==> config.mk <==
export PLATFORM = sky130hd
export DESIGN_NAME = sensor_frame_parser_top_flat
export DESIGN_NICKNAME = d
export VERILOG_FILES = /design/src/rtl/sfp_pkg.sv /design/src/rtl/sfp_req_if.sv /design/src/rtl/sfp_rsp_if.sv /design/src/rtl/sfp_csr_if.sv /design/src/rtl/sfp_csr_regs.sv /design/src/rtl/sfp_parser.sv /design/src/rtl/sfp_out_fifo.sv /design/src/rtl/sensor_frame_parser_top.sv /design/src/flat_wrapper.sv
export SDC_FILE = /design/constraint.sdc
export NUM_CORES = 1
export LEC_CHECK = 0
export BUFFER_PORTS_ARGS = -buffer_cell sky130_fd_sc_hd__buf_2
export CAP_MARGIN = 20
export CORE_AREA = 2 2 217 219
export CTS_CLUSTER_DIAMETER = 150
export CTS_CLUSTER_SIZE = 8
export DETAILED_ROUTE_END_ITERATION = 12
export DIE_AREA = 0 0 219 221
export PLACE_DENSITY = 0.57
export SETUP_SLACK_MARGIN = 0.02
export SYNTH_ARGS = -nofsm -noshare
export SYNTH_HDL_FRONTEND = slang
export SYNTH_SLANG_ARGS = --single-unit
==> constraint.sdc <==
create_clock -name clock -period 20.4 [get_ports clock]
set_input_delay 1.02 -clock clock [delete_from_list [all_inputs] [get_ports clock]]
set_output_delay 1.02 -clock clock [all_outputs]
set_load 0.02 [all_outputs]
==> src/rtl/sfp_pkg.sv <==
// Shared types, codes and constants of the sensor frame parser.
`timescale 1ns / 1ps

package sfp_pkg;

   localparam int SFP_MAX_FRAME_BYTES = 128;

   localparam logic [7:0] SIGNATURE_BYTE = 8'h0B;
   localparam logic [7:0] ESC_RAW_BYTE   = 8'h7E;
   localparam logic [7:0] ESC_XOR_BYTE   = 8'h7D;
   localparam logic [7:0] ESC_FLIP_MASK  = 8'h20;

   // register indexes of the configuration port
   typedef enum logic [2:0] {
      CSR_SIGNATURE_OFFSET   = 3'd0,
      CSR_NODE_OFFSET        = 3'd1,
      CSR_BATTERY_OFFSET     = 3'd2,
      CSR_TEMPERATURE_OFFSET = 3'd3,
      CSR_LIGHT_OFFSET       = 3'd4,
      CSR_SENSOR_COUNT       = 3'd5
   } csr_index_type;

   typedef enum logic [1:0] {
      ST_UPDATE   = 2'd0,
      ST_RANGE    = 2'd1,
      ST_OVERFLOW = 2'd2
   } status_type;

   typedef enum logic [8:0] {
      PH_START   = 9'b000000001,
      PH_TYPE    = 9'b000000010,
      PH_DEST    = 9'b000000100,
      PH_AMTYPE  = 9'b000001000,
      PH_AMGROUP = 9'b000010000,
      PH_LENGTH  = 9'b000100000,
      PH_PAYLOAD = 9'b001000000,
      PH_CRC     = 9'b010000000,
      PH_END     = 9'b100000000
   } phase_type;

   typedef enum logic [1:0] {
      ESC_NONE = 2'd0,
      ESC_RAW  = 2'd1,
      ESC_XOR  = 2'd2
   } escape_type;

   typedef struct packed {
      logic [6:0]  signature_offset;
      logic [6:0]  node_field_pos;
      logic [6:0]  battery_offset;
      logic [6:0]  temp_field_pos;
      logic [6:0]  light_field_pos;
      logic [15:0] sensor_count;
   } cfg_type;

   typedef struct packed {
      logic [1:0]  status;
      logic [15:0] node_id;
      logic [15:0] battery;
      logic [15:0] temperature;
      logic [15:0] light;
   } result_type;

   // place a byte into a little-endian 16-bit field at the given frame offset
   function automatic logic [15:0] put_le(input logic [15:0] value, input logic [6:0] off,
                                          input logic [7:0] pos, input logic [7:0] b);
      logic [15:0] r;
      r = value;
      if (pos == {1'b0, off})
         r[7:0] = b;
      if (pos == ({1'b0, off} + 8'd1))
         r[15:8] = b;
      return r;
   endfunction

endpackage

==> src/rtl/sfp_req_if.sv <==
// Input byte channel.
`timescale 1ns / 1ps

interface sfp_req_if;
   logic       valid;
   logic       ready;
   logic [7:0] rx_byte;

   modport source (output valid, output rx_byte, input ready);
   modport sink (input valid, input rx_byte, output ready);
endinterface

==> src/rtl/sfp_rsp_if.sv <==
// Result channel.
`timescale 1ns / 1ps

interface sfp_rsp_if;
   logic        valid;
   logic        ready;
   logic [1:0]  status;
   logic [15:0] node_id;
   logic [15:0] battery;
   logic [15:0] temperature;
   logic [15:0] light;

   modport source (output valid, output status, output node_id, output battery,
                   output temperature, output light, input ready);
   modport sink (input valid, input status, input node_id, input battery,
                 input temperature, input light, output ready);
endinterface

==> src/rtl/sfp_csr_if.sv <==
// Configuration write channel.
`timescale 1ns / 1ps

interface sfp_csr_if;
   logic        valid;
   logic        ready;
   logic [2:0]  reg_index;
   logic [15:0] wdata;

   modport source (output valid, output reg_index, output wdata, input ready);
   modport sink (input valid, input reg_index, input wdata, output ready);
endinterface

==> src/rtl/sfp_csr_regs.sv <==
// Configuration register file of the sensor frame parser.
`timescale 1ns / 1ps

module sfp_csr_regs
   import sfp_pkg::*;
(
   input  logic        clock,
   input  logic        reset,
   input  logic        wr_en,
   input  logic [2:0]  wr_index,
   input  logic [15:0] wr_data,
   output cfg_type     cfg
);

   cfg_type cfg_ff;
   cfg_type cfg_in;

   always_comb begin
      cfg_in = cfg_ff;
      if (wr_en) begin
         unique case (wr_index)
            CSR_SIGNATURE_OFFSET:   cfg_in.signature_offset = wr_data[6:0];
            CSR_NODE_OFFSET:        cfg_in.node_field_pos   = wr_data[6:0];
            CSR_BATTERY_OFFSET:     cfg_in.battery_offset   = wr_data[6:0];
            CSR_TEMPERATURE_OFFSET: cfg_in.temp_field_pos   = wr_data[6:0];
            CSR_LIGHT_OFFSET:       cfg_in.light_field_pos  = wr_data[6:0];
            CSR_SENSOR_COUNT:       cfg_in.sensor_count     = wr_data;
            default: ; // drop writes beyond the register list
         endcase
      end
   end

   always_ff @(posedge clock) begin
      if (reset) begin
         cfg_ff.signature_offset <= '0;
         cfg_ff.node_field_pos   <= '0;
         cfg_ff.battery_offset   <= '0;
         cfg_ff.temp_field_pos   <= '0;
         cfg_ff.light_field_pos  <= '0;
         cfg_ff.sensor_count     <= 16'd16;
      end else begin
         cfg_ff <= cfg_in;
      end
   end

   assign cfg = cfg_ff;

endmodule

==> src/rtl/sfp_parser.sv <==
// Frame phase tracking, escape handling and field capture, one byte per cycle while accept is high.
`timescale 1ns / 1ps

module sfp_parser
   import sfp_pkg::*;
#(
   parameter int MAX_FRAME_BYTES = SFP_MAX_FRAME_BYTES
)
(
   input  logic       clock,
   input  logic       reset,
   input  logic       accept,
   input  logic [7:0] rx_byte,
   input  cfg_type    cfg,
   output logic       res_valid,
   output result_type res
);

   localparam logic [7:0] MaxPos = 8'(MAX_FRAME_BYTES);

   phase_type   phase_ff, phase_in;
   escape_type  esc_ff, esc_in;
   logic [7:0]  need_ff, need_in;
   logic [7:0]  done_ff, done_in;
   logic [7:0]  pos_ff, pos_in;
   logic [7:0]  sig_ff, sig_in;
   logic [15:0] node_ff, node_in;
   logic [15:0] batt_ff, batt_in;
   logic [15:0] temp_ff, temp_in;
   logic [15:0] light_ff, light_in;

   logic       raw;
   logic [7:0] b_eff;
   logic [7:0] done_inc;

   assign raw      = (phase_ff == PH_START) || (phase_ff == PH_TYPE) || (phase_ff == PH_END);
   assign done_inc = done_ff + 8'd1;

   always_comb begin
      phase_in  = phase_ff;
      esc_in    = esc_ff;
      need_in   = need_ff;
      done_in   = done_ff;
      pos_in    = pos_ff;
      sig_in    = sig_ff;
      node_in   = node_ff;
      batt_in   = batt_ff;
      temp_in   = temp_ff;
      light_in  = light_ff;
      b_eff     = rx_byte;
      res_valid = 1'b0;
      res       = '0;
      if (accept) begin
         if (pos_ff >= MaxPos) begin
            // buffer full: drop the byte, rewind, keep phase and escape
            pos_in     = '0;
            res_valid  = 1'b1;
            res.status = ST_OVERFLOW;
         end else if (!raw && (esc_ff == ESC_NONE) &&
                      ((rx_byte == ESC_RAW_BYTE) || (rx_byte == ESC_XOR_BYTE))) begin
            esc_in = (rx_byte == ESC_RAW_BYTE) ? ESC_RAW : ESC_XOR;
         end else begin
            if (!raw) begin
               if (esc_ff == ESC_XOR)
                  b_eff = rx_byte ^ ESC_FLIP_MASK;
               esc_in = ESC_NONE;
            end
            if (pos_ff == {1'b0, cfg.signature_offset})
               sig_in = b_eff;
            node_in  = put_le(node_ff, cfg.node_field_pos, pos_ff, b_eff);
            batt_in  = put_le(batt_ff, cfg.battery_offset, pos_ff, b_eff);
            temp_in  = put_le(temp_ff, cfg.temp_field_pos, pos_ff, b_eff);
            light_in = put_le(light_ff, cfg.light_field_pos, pos_ff, b_eff);
            pos_in   = pos_ff + 8'd1;
            done_in  = done_inc;
            if (done_inc >= need_ff) begin
               done_in = '0;
               unique case (phase_ff)
                  PH_START:   begin phase_in = PH_TYPE;    need_in = 8'd1; end
                  PH_TYPE:    begin phase_in = PH_DEST;    need_in = 8'd2; end
                  PH_DEST:    begin phase_in = PH_AMTYPE;  need_in = 8'd1; end
                  PH_AMTYPE:  begin phase_in = PH_AMGROUP; need_in = 8'd1; end
                  PH_AMGROUP: begin phase_in = PH_LENGTH;  need_in = 8'd1; end
                  PH_LENGTH: begin
                     // empty payload goes straight to the CRC
                     if (b_eff == 8'd0) begin
                        phase_in = PH_CRC;
                        need_in  = 8'd2;
                     end else begin
                        phase_in = PH_PAYLOAD;
                        need_in  = b_eff;
                     end
                  end
                  PH_PAYLOAD: begin phase_in = PH_CRC; need_in = 8'd2; end
                  PH_CRC:     begin phase_in = PH_END; need_in = 8'd1; end
                  default: begin
                     pos_in   = '0;
                     esc_in   = ESC_NONE;
                     phase_in = PH_START;
                     need_in  = 8'd1;
                     if (sig_in == SIGNATURE_BYTE) begin
                        res_valid   = 1'b1;
                        res.node_id = node_in;
                        if ((node_in != 16'd0) && (node_in <= cfg.sensor_count)) begin
                           res.status      = ST_UPDATE;
                           res.battery     = batt_in;
                           res.temperature = temp_in;
                           res.light       = light_in;
                        end else begin
                           res.status = ST_RANGE;
                        end
                     end
                  end
               endcase
            end
         end
      end
   end

   always_ff @(posedge clock) begin
      if (reset) begin
         phase_ff <= PH_START;
         esc_ff   <= ESC_NONE;
         need_ff  <= 8'd1;
         done_ff  <= '0;
         pos_ff   <= '0;
         sig_ff   <= '0;
         node_ff  <= '0;
         batt_ff  <= '0;
         temp_ff  <= '0;
         light_ff <= '0;
      end else begin
         phase_ff <= phase_in;
         esc_ff   <= esc_in;
         need_ff  <= need_in;
         done_ff  <= done_in;
         pos_ff   <= pos_in;
         sig_ff   <= sig_in;
         node_ff  <= node_in;
         batt_ff  <= batt_in;
         temp_ff  <= temp_in;
         light_ff <= light_in;
      end
   end

   a_pos_bounded: assert property (@(posedge clock) disable iff (reset)
      pos_ff <= MaxPos)
      else $error("write position beyond frame buffer");

   a_count_below_need: assert property (@(posedge clock) disable iff (reset)
      done_ff < need_ff)
      else $error("phase byte count reached its target without advancing");

   a_no_escape_in_raw: assert property (@(posedge clock) disable iff (reset)
      ((phase_ff == PH_START) || (phase_ff == PH_TYPE) || (phase_ff == PH_END))
      |-> (esc_ff == ESC_NONE))
      else $error("escape pending in a raw phase");

   a_overflow_only_full: assert property (@(posedge clock) disable iff (reset)
      (res_valid && (res.status == ST_OVERFLOW)) |-> (pos_ff >= MaxPos))
      else $error("overflow reported with room in the buffer");

endmodule

==> src/rtl/sfp_out_fifo.sv <==
// Two-entry result buffer that decouples the parser from output back-pressure.
`timescale 1ns / 1ps

module sfp_out_fifo
   import sfp_pkg::*;
(
   input  logic       clock,
   input  logic       reset,
   input  logic       push,
   input  result_type push_data,
   output logic       full,
   output logic       out_valid,
   input  logic       out_ready,
   output result_type out_data
);

   logic [1:0] count_ff, count_in;
   result_type head_ff, head_in;
   result_type tail_ff, tail_in;
   logic       pop;

   assign pop = out_valid && out_ready;

   always_comb begin
      count_in = count_ff;
      head_in  = head_ff;
      tail_in  = tail_ff;
      priority if (pop && push) begin
         if (count_ff == 2'd2) begin
            head_in = tail_ff;
            tail_in = push_data;
         end else begin
            head_in = push_data;
         end
      end else if (pop) begin
         head_in  = tail_ff;
         count_in = count_ff - 2'd1;
      end else if (push) begin
         if (count_ff == 2'd0)
            head_in = push_data;
         else
            tail_in = push_data;
         count_in = count_ff + 2'd1;
      end else begin
         count_in = count_ff;
      end
   end

   always_ff @(posedge clock) begin
      if (reset)
         count_ff <= '0;
      else
         count_ff <= count_in;
   end

   always_ff @(posedge clock) begin
      head_ff <= head_in;
      tail_ff <= tail_in;
   end

   assign full      = (count_ff == 2'd2);
   assign out_valid = (count_ff != 2'd0);
   assign out_data  = head_ff;

   a_count_bounded: assert property (@(posedge clock) disable iff (reset)
      count_ff <= 2'd2)
      else $error("result buffer count out of range");

   a_no_push_full: assert property (@(posedge clock) disable iff (reset)
      full |-> !push)
      else $error("result pushed into a full buffer");

   a_push_shows: assert property (@(posedge clock) disable iff (reset)
      (count_ff == 2'd0 && push) |=> (out_valid && out_data == $past(push_data)))
      else $error("pushed result not presented");

endmodule

==> src/rtl/sensor_frame_parser_top.sv <==
// Top level of the sensor frame parser.
//
//   channel  role   transaction payload
//   req_     sink   rx_byte (8)
//   rsp_     source status (2), node_id, battery, temperature, light (16 each)
//   csr_     sink   reg_index (3), wdata (16); always ready
//
// One byte per cycle is accepted while req_ready is high; the frame state updates in the cycle of acceptance.
// A result is registered into the result buffer and shown on rsp_ behind any earlier results.
// A two-entry result buffer sets the rate: req_ready drops only when it holds two results.
// Synchronous active-high reset returns the parser to the start phase, offsets to 0,
// sensor_count to 16; no clearing pass is needed.
`timescale 1ns / 1ps

module sensor_frame_parser_top
   import sfp_pkg::*;
#(
   parameter int MAX_FRAME_BYTES = SFP_MAX_FRAME_BYTES
)
(
   input logic      clock,
   input logic      reset,
   sfp_req_if.sink  req_chan,
   sfp_rsp_if.source rsp_chan,
   sfp_csr_if.sink  csr_chan
);

   cfg_type    cfg;
   logic       req_accept;
   logic       res_valid;
   result_type res;
   logic       buf_full;
   result_type rsp_data;

   assign csr_chan.ready = 1'b1;
   assign req_chan.ready = !buf_full;
   assign req_accept     = req_chan.valid && !buf_full;

   sfp_csr_regs u_csr (
      .clock    (clock),
      .reset    (reset),
      .wr_en    (csr_chan.valid),
      .wr_index (csr_chan.reg_index),
      .wr_data  (csr_chan.wdata),
      .cfg      (cfg)
   );

   sfp_parser #(
      .MAX_FRAME_BYTES (MAX_FRAME_BYTES)
   ) u_parser (
      .clock     (clock),
      .reset     (reset),
      .accept    (req_accept),
      .rx_byte   (req_chan.rx_byte),
      .cfg       (cfg),
      .res_valid (res_valid),
      .res       (res)
   );

   sfp_out_fifo u_out (
      .clock     (clock),
      .reset     (reset),
      .push      (res_valid),
      .push_data (res),
      .full      (buf_full),
      .out_valid (rsp_chan.valid),
      .out_ready (rsp_chan.ready),
      .out_data  (rsp_data)
   );

   assign rsp_chan.status      = rsp_data.status;
   assign rsp_chan.node_id     = rsp_data.node_id;
   assign rsp_chan.battery     = rsp_data.battery;
   assign rsp_chan.temperature = rsp_data.temperature;
   assign rsp_chan.light       = rsp_data.light;

endmodule

==> src/flat_wrapper.sv <==
// flat-port wrapper written by rule: the top's interface ports become plain ports
module sensor_frame_parser_top_flat import sfp_pkg::*;
#(
   parameter int MAX_FRAME_BYTES = SFP_MAX_FRAME_BYTES
)
  (clock, reset, req_chan_valid, req_chan_rx_byte, req_chan_ready, rsp_chan_valid, rsp_chan_status, rsp_chan_node_id, rsp_chan_battery, rsp_chan_temperature, rsp_chan_light, rsp_chan_ready, csr_chan_valid, csr_chan_reg_index, csr_chan_wdata, csr_chan_ready);
  sfp_req_if req_chan_i ();
  sfp_rsp_if rsp_chan_i ();
  sfp_csr_if csr_chan_i ();
  input logic clock;
  input logic reset;
  input wire logic [$bits(req_chan_i.valid)-1:0] req_chan_valid;
  input wire logic [$bits(req_chan_i.rx_byte)-1:0] req_chan_rx_byte;
  output wire logic [$bits(req_chan_i.ready)-1:0] req_chan_ready;
  output wire logic [$bits(rsp_chan_i.valid)-1:0] rsp_chan_valid;
  output wire logic [$bits(rsp_chan_i.status)-1:0] rsp_chan_status;
  output wire logic [$bits(rsp_chan_i.node_id)-1:0] rsp_chan_node_id;
  output wire logic [$bits(rsp_chan_i.battery)-1:0] rsp_chan_battery;
  output wire logic [$bits(rsp_chan_i.temperature)-1:0] rsp_chan_temperature;
  output wire logic [$bits(rsp_chan_i.light)-1:0] rsp_chan_light;
  input wire logic [$bits(rsp_chan_i.ready)-1:0] rsp_chan_ready;
  input wire logic [$bits(csr_chan_i.valid)-1:0] csr_chan_valid;
  input wire logic [$bits(csr_chan_i.reg_index)-1:0] csr_chan_reg_index;
  input wire logic [$bits(csr_chan_i.wdata)-1:0] csr_chan_wdata;
  output wire logic [$bits(csr_chan_i.ready)-1:0] csr_chan_ready;
  assign req_chan_i.valid = req_chan_valid;
  assign req_chan_i.rx_byte = req_chan_rx_byte;
  assign req_chan_ready = req_chan_i.ready;
  assign rsp_chan_valid = rsp_chan_i.valid;
  assign rsp_chan_status = rsp_chan_i.status;
  assign rsp_chan_node_id = rsp_chan_i.node_id;
  assign rsp_chan_battery = rsp_chan_i.battery;
  assign rsp_chan_temperature = rsp_chan_i.temperature;
  assign rsp_chan_light = rsp_chan_i.light;
  assign rsp_chan_i.ready = rsp_chan_ready;
  assign csr_chan_i.valid = csr_chan_valid;
  assign csr_chan_i.reg_index = csr_chan_reg_index;
  assign csr_chan_i.wdata = csr_chan_wdata;
  assign csr_chan_ready = csr_chan_i.ready;
  sensor_frame_parser_top #(.MAX_FRAME_BYTES(MAX_FRAME_BYTES)) u_core (.clock(clock), .reset(reset), .req_chan(req_chan_i), .rsp_chan(rsp_chan_i), .csr_chan(csr_chan_i));
endmodule
==> impl_results.md <==
* WHS Path Cells at 2
* Startpoint type of the worst setup path: flip-flop
* Distinct cell type count of the synthesized netlist at 74
* Row count at 79
* Residual antenna-violating net count after detailed routing at 0
* Max-cap violations at 0
* Initial Util at 0.317
* Power density over the cells at 91.1 mW/mm2
* Maximum level of the CTS H-tree at 2
* Fin. Hold Viols at 0
* I/O pin count at 101
* Critical path arrival at 5570 ps
* Most frequent standard cell in the layout excluding fill and tap cells: nor2_1
* Max clock buf depth at 3
* Drt via density at 5.04
* Syn Inst Count at 1,456
* Clock tree from TritonCTS: done
* Max-slew violation total from the final report at 0
* Setup slack of the most critical reg-to-reg path at 15,140 ps
* First-pass DRT Iterations at 5
* Status: complete, no violations
* Detailed Place HPWL at 24.1 mm
* Total routed wirelength at 37.4 mm
* Ratio of cells with drive above 1 in the final layout at 0.146
* Pleak at 6.14 nW
* Layout overhead on the synthesized area at 15.0%
* Crit path cell chain: xor2_1 > nor4b_1 > nand4_1 > mux2i_1 > inv_1 > ha_1 > a22o_1 > o31a_1 > a221oi_1 > a31o_2 > o21ai_4 > buf_4 > o41ai_1
* Clk Tree Root Cell: clkbuf_16
* Min cycle time layout at 5260 ps
* Vias in the first global route at 10,400
* Post-cts repair resize count at 0
* Area of the die at 0.0484 mm2
* Number of fill cells at 4,655
* Leftover overflow at the end of global routing at 0
* Die extent in y at 221 um
* Worst min path class: reg -> reg
* Maximum clock skew at final layout at 22.6 ps
* Post-layout nets at 1,576
* DRC violation total after the first TritonRoute iteration at 762
* Average cell area after synthesis at 10.0 um2
* Final setup viols at 0
* Final Cycle Share at 0.258
* Die Width at 219 um
* Setup repair after global routing missed its margin: no
* First-pass GRT wire length at 58.9 mm
* Cell with the biggest individual delay on the critical path: dfxtp_1
* Gp weighted congestion at 0.807
* Remaining design rule violation count at 0
* Leading cell types in the layout, fill and taps excluded: nor2_1 (186), nand2_1 (167), dfxtp_1 (160)
* Number of register bits inferred by synthesis at 292
* Maximum net fanout on the critical path at 50
* GRT Total Usage at 0.153
* Wirelength per Cell at 17.4 um
* Setup TNS at 0 ps
* Peak VDD IR at 0.0000790 V
* Clock Sinks at 292
* Number of buffers added for setup after CTS at 0
* Core Footprint at 0.0461 mm2
* Delay of the slowest cell on the worst path at 750 ps
* Share of async-settable or async-resettable flops after synthesis at 0
* Clock Latency Late Sink at 540 ps
* Maximum clock frequency at 190 MHz
* Category of the most critical setup path: reg -> reg
* Main synth FF type: dfxtp_1
* Vias after detailed routing at 10,800
* Pin slew with the least headroom to its limit at 1130 ps
* Worst reg2reg path depth at 13
* Warning count from the yosys run at 0
* Number of clock buffers inserted by TritonCTS at 42
* Max transition margin at 0.247
* Maximum number of pins on one net before global-route repair at 100
* Synthesized netlist net count at 1,521
* Required time of the critical path at 20,710 ps
* Count of port buffers added during placement at 99
* Part of the Yosys area used for sequential elements at 0.490
* Clock-pin slew on the worst setup and hold paths at 50 ps
* Critical path endpoint category: flip-flop
* Cts hold-fix bufs at 0
* Initial antenna violation count at 3
* Cell area after synthesis at 0.0146 mm2
* Worst hold slack at 452 ps
* Number of enable-type register cells in the synthesized netlist at 132
==> critical path: cells and delay by family (launching register included) <==
family	cells	cell delay, ps
AOI/OAI and AO/OA	6	1600
xor gates and xnor gates	1	140
adders and majority gates	1	340
buffers and inverters	2	490
DFF	1	750
muxes	1	640
and+or+nand+nor	2	1030
==> logic make-up after synthesis <==
logic type,count (synthesis),share of synthesized area
AOI/OAI and AO/OA,229,0.129
xor gates and xnor gates,58,0.0353
adders and majority gates,33,0.0283
buffers and inverters,151,0.0431
DFF,292,0.490
muxes,138,0.0961
other,1,0.000257
and+or+nand+nor,554,0.177
==> Yosys cell counts, types with 14 or more instances <==
cell type / n / area [um2]
nor2_1: 186 / 698
nand2_1: 167 / 627
dfxtp_1: 160 / 3200
edfxtp_1: 132 / 3960
mux2i_1: 120 / 1200
clkbuf_1: 85 / 319
a21oi_1: 76 / 380
inv_1: 44 / 165
nand3_1: 44 / 220
xor2_1: 34 / 298
ha_1: 33 / 413
nor3_1: 30 / 150
o41ai_1: 24 / 210
o21ai_0: 23 / 115
xnor2_1: 23 / 201
nand4_1: 20 / 125
o31ai_4: 20 / 425
mux2_2: 18 / 203
nand2b_1: 17 / 106
and2_1: 14 / 87.6
o31ai_1: 14 / 105
==> report_power, final <==
| part | internal [mW] | leakage [nW] | switching (mW) |
|---|---|---|---|
| Combinational | 0.0783 | 3.04 | 0.158 |
| Sequential | 0.625 | 2.53 | 0.0154 |
| Clock | 0.396 | 0.580 | 0.258 |
==> cell type report <==
class	instances	area, um2	share of cell area
timing repair buffer	118	638	0.0380
antenna	1	2.50	0.000149
clock inverter	3	66.3	0.00395
sequential	292	7170	0.427
inverter	44	165	0.00983
multi-input combinational	1013	6850	0.408
clock buffer	69	1150	0.0686
tap	607	759	0.0452
==> flip-flops by register name (all words and copies together), names as in the netlist <==
register	flops
u_core.u_csr.cfg	51
u_core.u_out.count_ff	2
u_core.u_out.out_data	66
u_core.u_out.tail_ff	66
u_core.u_parser.batt_ff	16
u_core.u_parser.done_ff	8
u_core.u_parser.esc_ff	2
u_core.u_parser.light_ff	16
u_core.u_parser.need_ff	8
u_core.u_parser.node_ff	16
u_core.u_parser.phase_ff	9
u_core.u_parser.pos_ff	8
u_core.u_parser.sig_ff	8
u_core.u_parser.temp_ff	16
==> worst paths after layout <==
path / start / end
setup / recovery: u_core.u_parser.pos_ff[2]$_SDFFE_PP0P_ / u_core.u_out.out_data[4]$_DFFE_PP_
hold / removal: u_core.u_parser.light_ff[13]$_SDFFE_PP0P_ / u_core.u_parser.light_ff[13]$_SDFFE_PP0P_
setup reg to reg: u_core.u_parser.pos_ff[2]$_SDFFE_PP0P_ / u_core.u_out.out_data[4]$_DFFE_PP_
hold reg to reg: u_core.u_parser.light_ff[13]$_SDFFE_PP0P_ / u_core.u_parser.light_ff[13]$_SDFFE_PP0P_
==> stage by stage <==
stage | instances | area (um2) | power, mW | util | worst slack [ps]
2_1_floorplan | 1456 | 14600 | 0.825 | - | 12830
3_3_place_gp | 2072 | 15600 | 0.884 | 0.338 | 15150
3_5_place_dp | 2073 | 15600 | 0.888 | 0.338 | 15190
4_1_cts | 2145 | 16800 | 1.55 | 0.365 | 15130
5_1_grt | 2147 | 16800 | 1.60 | 0.365 | 14820
6_report | 2147 | 16800 | 1.53 | 0.365 | 15140
==> routing by layer <==
| layer | wire [um] | track usage |
|---|---|---|
| met2 | 17400 | 0.245 |
| met1 | 17500 | 0.211 |
| met3 | 1800 | 0.0272 |
| met4 | 686 | 0.0381 |
| met5 | 23 | 0 |
Power figures use the tool's default switching activity.
